===== config.mk =====
export PLATFORM = sky130hd
export DESIGN_NAME = nat_address_table
export DESIGN_NICKNAME = d
export VERILOG_FILES = /design/src/hw/rtl/natab_pkg.sv /design/src/hw/rtl/nat_address_table.sv /design/src/hw/rtl/natab_ram.sv
export SDC_FILE = /design/constraint.sdc
export NUM_CORES = 2
export LEC_CHECK = 0
export BUFFER_PORTS_ARGS = -buffer_cell sky130_fd_sc_hd__buf_2
export CAP_MARGIN = 5
export CORE_MARGIN = 2
export CORE_UTILIZATION = 45
export DETAILED_ROUTE_END_ITERATION = 10
export PLACE_DENSITY = 0.65
export SETUP_SLACK_MARGIN = 0.15
export SYNTH_ARGS = -nofsm -noshare
export SYNTH_HDL_FRONTEND = slang
export SYNTH_SLANG_ARGS = --single-unit

===== constraint.sdc =====
create_clock -name clk -period 11.2 [get_ports clk]
set_clock_uncertainty 0.1 [all_clocks]
set_input_delay 0.56 -clock clk [delete_from_list [all_inputs] [get_ports clk]]
set_output_delay 0.56 -clock clk [all_outputs]
set_load 0.05 [all_outputs]

===== src/hw/rtl/natab_pkg.sv =====
// Shared types and codes for the address-translation table.
// Depends on nothing; used by the top level nat_address_table.
package natab_pkg;

  typedef enum logic [1:0] {
    OP_LOOKUP = 2'd0,
    OP_INSERT = 2'd1,
    OP_DELETE = 2'd2,
    OP_CLEAR  = 2'd3
  } op_t;

  typedef enum logic [1:0] {
    STATUS_DONE = 2'd0,
    STATUS_FULL = 2'd1,
    STATUS_MISS = 2'd2
  } status_t;

  localparam int IP_W   = 32;
  localparam int MAC_W  = 48;
  localparam int OCC_W  = 5;
  localparam int IN_W   = 144;
  localparam int OUT_W  = 120;

  // One table entry as it is stored in the entry memory.
  typedef struct packed {
    logic [MAC_W-1:0] mac;
    logic [IP_W-1:0]  virtual_ip;
    logic [IP_W-1:0]  real_ip;
  } entry_t;

endpackage


===== src/hw/rtl/nat_address_table.sv =====
// Address-translation table: insertion-ordered entries, newest-first search.
// Depends on natab_pkg and natab_ram.
//
// Insert and clear, and lookup or delete on an empty table, go from the start step
// straight to the result step. Lookup and delete scan one entry per cycle through
// the entry memory read port, newest first. Delete then moves each newer entry
// down one slot, one per cycle. One operation at a time; the next word is taken
// the cycle after the result is raised, and a finished result waits in the output
// register. Synchronous reset empties the table (the fill count marks valid entries).
module nat_address_table #(
  parameter int ENTRIES = 16
) (
  input  logic         clk,
  input  logic         rst,
  input  logic         s_tvalid,
  output logic         s_tready,
  // key_ip[31:0], new_real_ip[63:32], new_virtual_ip[95:64], new_mac[143:96]
  input  logic [143:0] s_tdata,
  // op[1:0]
  input  logic [1:0]   s_tuser,
  output logic         m_tvalid,
  input  logic         m_tready,
  // hit_real_ip[31:0], hit_virtual_ip[63:32], hit_mac[111:64], status[113:112],
  // occupancy[118:114], zero pad[119]
  output logic [119:0] m_tdata,
  // found[0]
  output logic         m_tuser
);

  localparam int AW = (ENTRIES > 1) ? $clog2(ENTRIES) : 1;
  localparam int CW = $clog2(ENTRIES + 1);
  localparam logic [CW-1:0] FULL_COUNT = CW'(ENTRIES);

  typedef enum logic [4:0] {
    ST_IDLE   = 5'b00001,
    ST_START  = 5'b00010,
    ST_SCAN   = 5'b00100,
    ST_SHIFT  = 5'b01000,
    ST_RESULT = 5'b10000
  } state_t;

  state_t                    state;
  natab_pkg::op_t            op_q;
  logic [natab_pkg::IP_W-1:0] key_q;
  natab_pkg::entry_t         new_entry_q;
  logic [CW-1:0]             cnt;
  logic [AW-1:0]             scan_idx;
  logic                      pend_v;
  logic [AW-1:0]             pend_idx;
  logic [CW-1:0]             sh_idx;
  logic                      wv;
  logic [AW-1:0]             wa;
  logic                      res_found;
  natab_pkg::status_t        res_status;
  natab_pkg::entry_t         hit_entry;

  logic                      out_found;
  natab_pkg::entry_t         out_entry;
  natab_pkg::status_t        out_status;
  logic [natab_pkg::OCC_W-1:0] out_occ;

  logic                      wr_en;
  logic [AW-1:0]             wr_addr;
  natab_pkg::entry_t         wr_data;
  logic [AW-1:0]             rd_addr;
  natab_pkg::entry_t         rd_data;
  logic                      match;
  logic                      shift_issue;
  logic [CW+natab_pkg::OCC_W-1:0] cnt_ext;

  natab_ram #(
    .WIDTH ($bits(natab_pkg::entry_t)),
    .DEPTH (ENTRIES)
  ) u_ram (
    .clk     (clk),
    .wr_en   (wr_en),
    .wr_addr (wr_addr),
    .wr_data (wr_data),
    .rd_addr (rd_addr),
    .rd_data (rd_data)
  );

  // Slots 0 .. cnt-1 are valid, oldest in slot 0, so insert appends at cnt
  // and the scan runs downward from the newest slot.
  assign match = pend_v && ((rd_data.real_ip == key_q) || (rd_data.virtual_ip == key_q));
  assign shift_issue = (sh_idx < cnt);
  assign cnt_ext = (CW + natab_pkg::OCC_W)'(cnt);

  always_comb begin
    wr_en   = 1'b0;
    wr_addr = wa;
    wr_data = rd_data;
    rd_addr = scan_idx;
    if (state == ST_START && op_q == natab_pkg::OP_INSERT && cnt != FULL_COUNT) begin
      wr_en   = 1'b1;
      wr_addr = cnt[AW-1:0];
      wr_data = new_entry_q;
    end else if (state == ST_SHIFT) begin
      wr_en   = wv;
      rd_addr = sh_idx[AW-1:0];
    end
  end

  always_ff @(posedge clk) begin
    if (rst) begin
      state    <= ST_IDLE;
      cnt      <= '0;
      pend_v   <= 1'b0;
      wv       <= 1'b0;
      m_tvalid <= 1'b0;
    end else begin
      // In the result step the output word is reloaded below instead.
      if (m_tvalid && m_tready && state != ST_RESULT) begin
        m_tvalid <= 1'b0;
      end
      unique case (state)
        ST_IDLE: begin
          if (s_tvalid) begin
            op_q                   <= natab_pkg::op_t'(s_tuser);
            key_q                  <= s_tdata[31:0];
            new_entry_q.real_ip    <= s_tdata[63:32];
            new_entry_q.virtual_ip <= s_tdata[95:64];
            new_entry_q.mac        <= s_tdata[143:96];
            state                  <= ST_START;
          end
        end
        ST_START: begin
          pend_v     <= 1'b0;
          wv         <= 1'b0;
          res_found  <= 1'b0;
          res_status <= natab_pkg::STATUS_DONE;
          hit_entry  <= '0;
          unique case (op_q)
            natab_pkg::OP_LOOKUP, natab_pkg::OP_DELETE: begin
              if (cnt == '0) begin
                res_status <= natab_pkg::STATUS_MISS;
                state      <= ST_RESULT;
              end else begin
                scan_idx <= AW'(cnt - CW'(1));
                state    <= ST_SCAN;
              end
            end
            natab_pkg::OP_INSERT: begin
              if (cnt == FULL_COUNT) begin
                res_status <= natab_pkg::STATUS_FULL;
              end else begin
                cnt <= cnt + CW'(1);
              end
              state <= ST_RESULT;
            end
            natab_pkg::OP_CLEAR: begin
              cnt   <= '0;
              state <= ST_RESULT;
            end
          endcase
        end
        ST_SCAN: begin
          // A read goes out every cycle; the compare sees the slot read in the
          // cycle before. Slot 0 may be read again after the last step.
          pend_v   <= 1'b1;
          pend_idx <= scan_idx;
          if (scan_idx != '0) begin
            scan_idx <= scan_idx - AW'(1);
          end
          if (match) begin
            res_found <= 1'b1;
            hit_entry <= rd_data;
            if (op_q == natab_pkg::OP_DELETE) begin
              sh_idx <= CW'(pend_idx) + CW'(1);
              wv     <= 1'b0;
              state  <= ST_SHIFT;
            end else begin
              state <= ST_RESULT;
            end
          end else if (pend_v && pend_idx == '0) begin
            res_status <= natab_pkg::STATUS_MISS;
            state      <= ST_RESULT;
          end
        end
        ST_SHIFT: begin
          // Read slot sh_idx now, write it one slot lower next cycle.
          wv <= shift_issue;
          wa <= AW'(sh_idx - CW'(1));
          if (shift_issue) begin
            sh_idx <= sh_idx + CW'(1);
          end
          if (!shift_issue && !wv) begin
            cnt   <= cnt - CW'(1);
            state <= ST_RESULT;
          end
        end
        ST_RESULT: begin
          if (!m_tvalid || m_tready) begin
            m_tvalid   <= 1'b1;
            out_found  <= res_found;
            out_entry  <= hit_entry;
            out_status <= res_status;
            out_occ    <= cnt_ext[natab_pkg::OCC_W-1:0];
            state      <= ST_IDLE;
          end
        end
        default: begin
          state <= ST_IDLE;
        end
      endcase
    end
  end

  assign s_tready = (state == ST_IDLE);
  assign m_tuser  = out_found;
  assign m_tdata  = {1'b0, out_occ, out_status, out_entry.mac,
                     out_entry.virtual_ip, out_entry.real_ip};

  a_count_bound: assert property (@(posedge clk) disable iff (rst)
    cnt <= FULL_COUNT)
    else $error("entry count exceeds table size");

  a_write_source: assert property (@(posedge clk) disable iff (rst)
    wr_en |-> (state == ST_START || state == ST_SHIFT))
    else $error("entry memory written outside insert or shift");

  a_count_change: assert property (@(posedge clk) disable iff (rst)
    (cnt != $past(cnt)) |-> ($past(state) == ST_START || $past(state) == ST_SHIFT))
    else $error("entry count changed outside an operation step");

  a_found_status: assert property (@(posedge clk) disable iff (rst)
    (m_tvalid && out_found) |-> (out_status == natab_pkg::STATUS_DONE))
    else $error("hit reported with a failure status");

  a_result_origin: assert property (@(posedge clk) disable iff (rst)
    $rose(m_tvalid) |-> ($past(state) == ST_RESULT))
    else $error("result word raised outside the result step");

endmodule


===== src/hw/rtl/natab_ram.sv =====
// Generic single-write, single-read RAM with a registered read port.
// Depends on nothing; holds the table entries of nat_address_table.
module natab_ram #(
  parameter int WIDTH = 8,
  parameter int DEPTH = 16
) (
  input  logic                                 clk,
  input  logic                                 wr_en,
  input  logic [((DEPTH > 1) ? $clog2(DEPTH) : 1)-1:0] wr_addr,
  input  logic [WIDTH-1:0]                     wr_data,
  input  logic [((DEPTH > 1) ? $clog2(DEPTH) : 1)-1:0] rd_addr,
  output logic [WIDTH-1:0]                     rd_data
);

  logic [WIDTH-1:0] mem [DEPTH];

  always_ff @(posedge clk) begin
    if (wr_en) begin
      mem[wr_addr] <= wr_data;
    end
    rd_data <= mem[rd_addr];
  end

endmodule


==> Yosys cells after proc, flatten, opt, wreduce, memory -nomap -nowiden <==
Memory sizes are Yosys's and may differ from the RTL's. A register that Yosys moved wholly into a read port is not among the register bits.
Index checks and enable logic that the tools add are counted.
{ "word_totals": {"ram_bits": 1792, "mem_count": 1, "reg_bits": 411, "output_inout_bits": 123} }
{ "op_classes": {"muxes": 46, "n_addsub": 6, "reduce_logical": 33, "n_eq_ne": 27, "n_bitwise": 1, "order_cmp": 1} }
{ "memory_table": {"columns": ["memory", "depth", "word_bits", "rd", "rd_clocked_by_memory_dff", "wr", "line", "source"], "rows": [
  ["u_ram.mem", 16, 112, 1, 1, 1, "natab_ram.sv:15", "logic [WIDTH-1:0] mem [DEPTH];"]
]} }
{ "op_table": {"columns": ["op", "count"], "rows": [
  ["two-way mux 112 bit", 2],
  ["one-hot mux 112 bit (2 select lines)", 1],
  ["== test 32 bit", 2],
  ["two-way mux 5 bit", 12],
  ["one-hot mux 5 bit (2 select lines)", 4],
  ["one-hot mux 5 bit (5 select lines)", 1],
  ["two-way mux 4 bit", 6],
  ["!= test 2 bit (second input constant)", 9],
  ["AND reduction 3 bit", 4],
  ["AND reduction 4 bit", 3],
  ["two-way mux 1 bit", 11],
  ["adder 5 x 1 -> 5 bit (second input constant)", 2],
  ["== test 5 bit (second input constant)", 2],
  ["!= test 5 bit (second input constant)", 2],
  ["AND reduction 5 bit", 2],
  ["one-hot mux 2 bit (2 select lines)", 2],
  ["one-hot mux 4 bit (2 select lines)", 1],
  ["subtractor 4 x 1 -> 4 bit (second input constant)", 2],
  ["logical AND 1 bit", 7],
  ["two-way mux 2 bit", 3],
  ["!= test 3 bit (second input constant)", 2],
  ["nonzero test 2 bit", 3],
  ["adder 4 x 1 -> 5 bit (second input constant)", 1],
  ["== test 5 x 1 -> 1 bit (second input constant)", 1],
  ["21 further kinds", 29]
]} }

==> Logic depth before layout (Yosys ltp) <==
{ "logic_depth": {"depth_word": 6, "depth_mapped": 10, "depth_no_buf": 8} }

==> Cells and area by module <==
A second synthesis with hierarchy kept.
{ "unflattened": {"cells_unflattened": 3794, "hier_area_um2": 85339.3} }
{ "modules_own_cells": {"columns": ["module", "area_each_um2", "instances", "cells_per_inst", "seq_area_each_um2"], "rows": [
  ["natab_ram", 69170.1, 1, 2864, 56053.8],
  ["nat_address_table", 16169.3, 1, 930, 12211.7]
]} }

==> Worst setup path before layout <==
OpenSTA, ideal clock, no wires.
{ "synth_path": {"kind": "input-to-reg", "from": "input rst", "to": "register key_q[0] (netlist name), enable pin", "path_stages": 2, "t_required_ns": 10.240, "t_arrival_ns": 11.386, "path_slack_ns": -1.147, "setup_ns": 0.860, "path_cell_list": "clkbuf_1 nor3b_1"} }
{ "synth_between": {"elab_chain_len": 2} }
{ "synth_rtl": {"columns": ["item", "line", "source"], "rows": [
  ["from (decl)", "nat_address_table.sv:14", "input logic rst,"],
  ["NOT 1 bit (no source line)", null, null],
  ["AND reduction 3 bit (no source line)", null, null],
  ["to (signal assigned)", "nat_address_table.sv:120", "key_q <= s_tdata[31:0];"],
  ["to (decl)", "nat_address_table.sv:44", "logic [natab_pkg::IP_W-1:0] key_q;"]
]} }
No other way between the ends.
A chain may end at the register's enable or synchronous reset.

==> Final worst setup path <==
{ "layout_path": {"from": "register cnt[1]", "to": "memory u_ram.mem[4][52] (netlist name), enable pin"} }
{ "layout_between": {"elab_chain_len": 5} }
{ "layout_rtl": {"columns": ["item", "line", "source"], "rows": [
  ["from (decl)", "nat_address_table.sv:46", "logic [CW-1:0] cnt;"],
  ["from (signal assigned)", "nat_address_table.sv:147", "cnt <= cnt + CW'(1);"],
  ["from (signal assigned)", "nat_address_table.sv:188", "cnt <= cnt - CW'(1);"],
  ["!= test 5 bit", "nat_address_table.sv:94", "if (state == ST_START && op_q == natab_pkg::OP_INSERT && cnt != FULL_COUNT) begin"],
  ["logical AND 1 bit", "nat_address_table.sv:94", null],
  ["two-way mux 1 bit", "nat_address_table.sv:94", null],
  ["two-way mux 1 bit", "natab_ram.sv:18", "if (wr_en) begin"],
  ["two-way mux 1 bit (not written as such)", "natab_ram.sv:19", "mem[wr_addr] <= wr_data;"],
  ["to (decl)", "natab_ram.sv:15", null]
]} }
Several ways; a longest one is shown, not always the timed one.

==> impl_metrics.ini <==
[clock_tree]
post_cts_buffers = 0
cts_tree = built
htreeDepth = 4
cts_resized = 0
clkTransAtPathRegs_ps = 60
cts-root-buf = clkbuf_16
cts_sinks = 2315
clockBufferDepth = 3
numCtsBuffers = 218
clock_latency_ps = 870

[cells_and_area]
final_nets = 6975
fin_cells = 9630
fillCellCount = 15930
layout_common_cells = 2190 x edfxtp_1, 1931 x nand2_1, 1017 x nand3_1
fin_util_pct = 51.66
final_layout_size_suffix_gt1_share_pct = 10.17
final_common_cell = edfxtp_1
syn2layout_area_growth_pct = 14.08

[detailed_routing]
routed_wl_mm = 237.5
drc = 0
vias = 54740
final_antenna_net_count = 0
drt-initial-drc-count = 7005
dr.pass1.iters = 6
drt-vias-per-instance = 5.684
wl_per_cell_microns = 24.66

[floorplanning]
core_area_sq_um = 194800
initial_core_util_pct = 45.29
placementRows = 162
dieWidth_microns = 446.8
io_pins = 273
die_h_microns = 446.8
die_area_sq_um = 199600

[grt]
grt_pass1_vias = 52250
grt_max_degree = 196
grt_usage_pct = 23.36
overflow = 0
antenna_found_initial = 4
grt_pass1_wl_mm = 346.8

[sta]
period_minus_slack_ps = 5467
finalMaxSlewViolations = 0
rsz0062_at_grt = no
finalHoldViolations = 0
setup_viol_count_final = 0
tns_ps = 0
maxSlewHeadroom_pct = 10.91
final.setup.worst_slack_ps = 5733
min_period_over_period_pct = 48.81
fmax_mhz = 182.9
worst_slew_pin_slew_ps = 1333

[power_and_ir_drop]
ir_drop_mv = 0.1794
power.density_nw_per_um2 = 169.0
p_leak_nw = 35.07
total_power_mw = 17.01

[min_path]
worstHoldEndpoint = m_tdata[29]$_DFFE_PP_
hold_path_class = reg2reg
hold_depth = 0
hp-start = hit_entry[29]$_SDFFCE_PN0P_

[worst_setup_path]
critPathTopFamily = buffers and inverters
path_buf_inv = 4
rrSetupSlack_ps = 5730
rr_startpoint = cnt[1]$_SDFFE_PP0P_
crit_path_cell_trace = inv_1, ha_1, nand3_1, nand3_4, buf_4, mux2i_1, nand2_1, nor2_4, buf_4, buf_4
cp_common_cell = buf_4
reg2reg_depth = 10
crit_path_top_delay_cell = buf_4
rr_endpoint = u_ram.mem[4][52]$_DFFE_PP_
max_stage_delay_ps = 920
crit_required_ps = 11570
endpoint_kind = flip-flop
cp-start-kind = flip-flop
cp_max_fo = 61
arrival_ps = 5840
crit_type = reg2reg

[place]
io_buffers = 271
dp_hpwl_mm = 118.4
gp_routability_congestion = 0.8348
place_ws_ps = 5749
dp_cells = 9069

[logic_synthesis]
ys_seq_elements = 2315
synth-async-reset-ratio_pct = 0
mappedNetlistArea_sq_um = 88220
ys_warn_count = 0
syn_avg_cell_area_sq_um = 13.57
muxShareOfSynthArea_pct = 0.05815
synth_top_family_by_area = simple AND/OR/NAND/NOR gates
syn_inst = 6502
synthAdderAreaFrac_pct = 0.1560
synth_cell_types = 55
synth_nets = 6663
synth-simple-area-share_pct = 16.22
synthXorXnorAreaFrac_pct = 0.7148
ys_seq_area_share_pct = 77.38
synth_compound_area_share_pct = 3.303
synth-main-ff-cell = edfxtp_1
synth_edf_count = 2190

[job]
maxCapViolCount = 0

[run_status]
run_status = complete, no violations
## synth_stat cells (43+ instances only)
master,instances,area share [%]
clkbuf_1,200,0.85
dfxtp_1,125,2.8
a31oi_1,114,0.81
a211oi_1,117,1.0
buf_2,180,1.0
nand3_1,1019,5.8
nand2_1,1931,8.2
xor2_1,69,0.69
edfxtp_1,2190,75
a32oi_1,114,1.1
and3_1,116,0.82
and2_1,116,0.82
nor2_1,43,0.18
## flip-flops by register name (all words and copies together) (netlist names), 32 cells and up
name           count
key_q             32
u_ram.mem       1792
u_ram.rd_data    112
new_entry_q      112
m_tdata          112
hit_entry        112
## layer usage
| layer | vias to the layer above | wire [microns] | GRT usage, % |
|---|---|---|---|
| met2 | 2568 | 114700 | 37.87 |
| met4 | 0 | 10070 | 9.836 |
| li1 | 24270 | - | - |
| met5 | - | 0 | 0 |
| met1 | 27470 | 94100 | 31.74 |
| met3 | 432 | 18630 | 3.266 |
## power by group
group | total (mW) | internal [mW] | switching [mW]
Clock | 7.33 | 4.19 | 3.15
Combinational | 0.217 | 0.0775 | 0.139
Sequential | 9.46 | 9.43 | 0.0346
Total | 17.0 | 13.7 | 3.32
## timing repair
action,CTS,global route
hold endpoints to repair,151,0
hold buffers,149,0
setup endpoints to repair,0,0
## cell families after synthesis
kind of cell / after synthesis
flip-flops: 2315
buffers and inverters: 423
adder cells (fa/ha/maj): 11
AO/OA/AOI/OAI: 396
multiplexers: 5
other: 1
XOR/XNOR: 72
AND/OR/NAND/NOR: 3279
## worst max-delay path by stage
stage,endpoint,cells past startpoint,from
after floorplan,m_tdata[0]$_DFFE_PP_,2,rst
after CTS,u_ram.mem[4][9]$_DFFE_PP_,10,cnt[0]$_SDFFE_PP0P_
after global routing,u_ram.mem[4][48]$_DFFE_PP_,10,cnt[0]$_SDFFE_PP0P_
after global placement,u_ram.mem[4][37]$_DFFE_PP_,10,cnt[0]$_SDFFE_PP0P_
after detailed placement,u_ram.mem[4][37]$_DFFE_PP_,10,cnt[0]$_SDFFE_PP0P_
final,u_ram.mem[4][52]$_DFFE_PP_,10,cnt[1]$_SDFFE_PP0P_
## worst register-to-register path: cells and delay by family (launching register included)
family / cells / cell delay (ps)
flops: 1 / 460
simple gates: 4 / 1090
fa+ha+maj: 1 / 230
mux: 1 / 360
buf+inv: 4 / 2800
## through the flow
| stage | cell area (sq um) | hold slack [ps] |
|---|---|---|
| finish | 100600 | 300.0 |
| global route | 100600 | 290.1 |
| CTS | 100600 | 247.5 |
| detailed placement | 92010 | 304.5 |
| global placement | 92010 | 301.2 |
| floorplan | 88230 | 300.3 |
## area by class of cell
class	instances	area (sq um)	area share, %
timing repair buffer	499	3603	3.581
multi-input combinational	3764	18290	18.17
sequential	2315	68270	67.83
antenna	2	5.005	0.004973
clock buffer	319	6292	6.252
clock inverter	91	837.1	0.8317
tap	2624	3283	3.262
inverter	16	62.56	0.06216
Note: power is estimated with default switching activity, not from simulation.
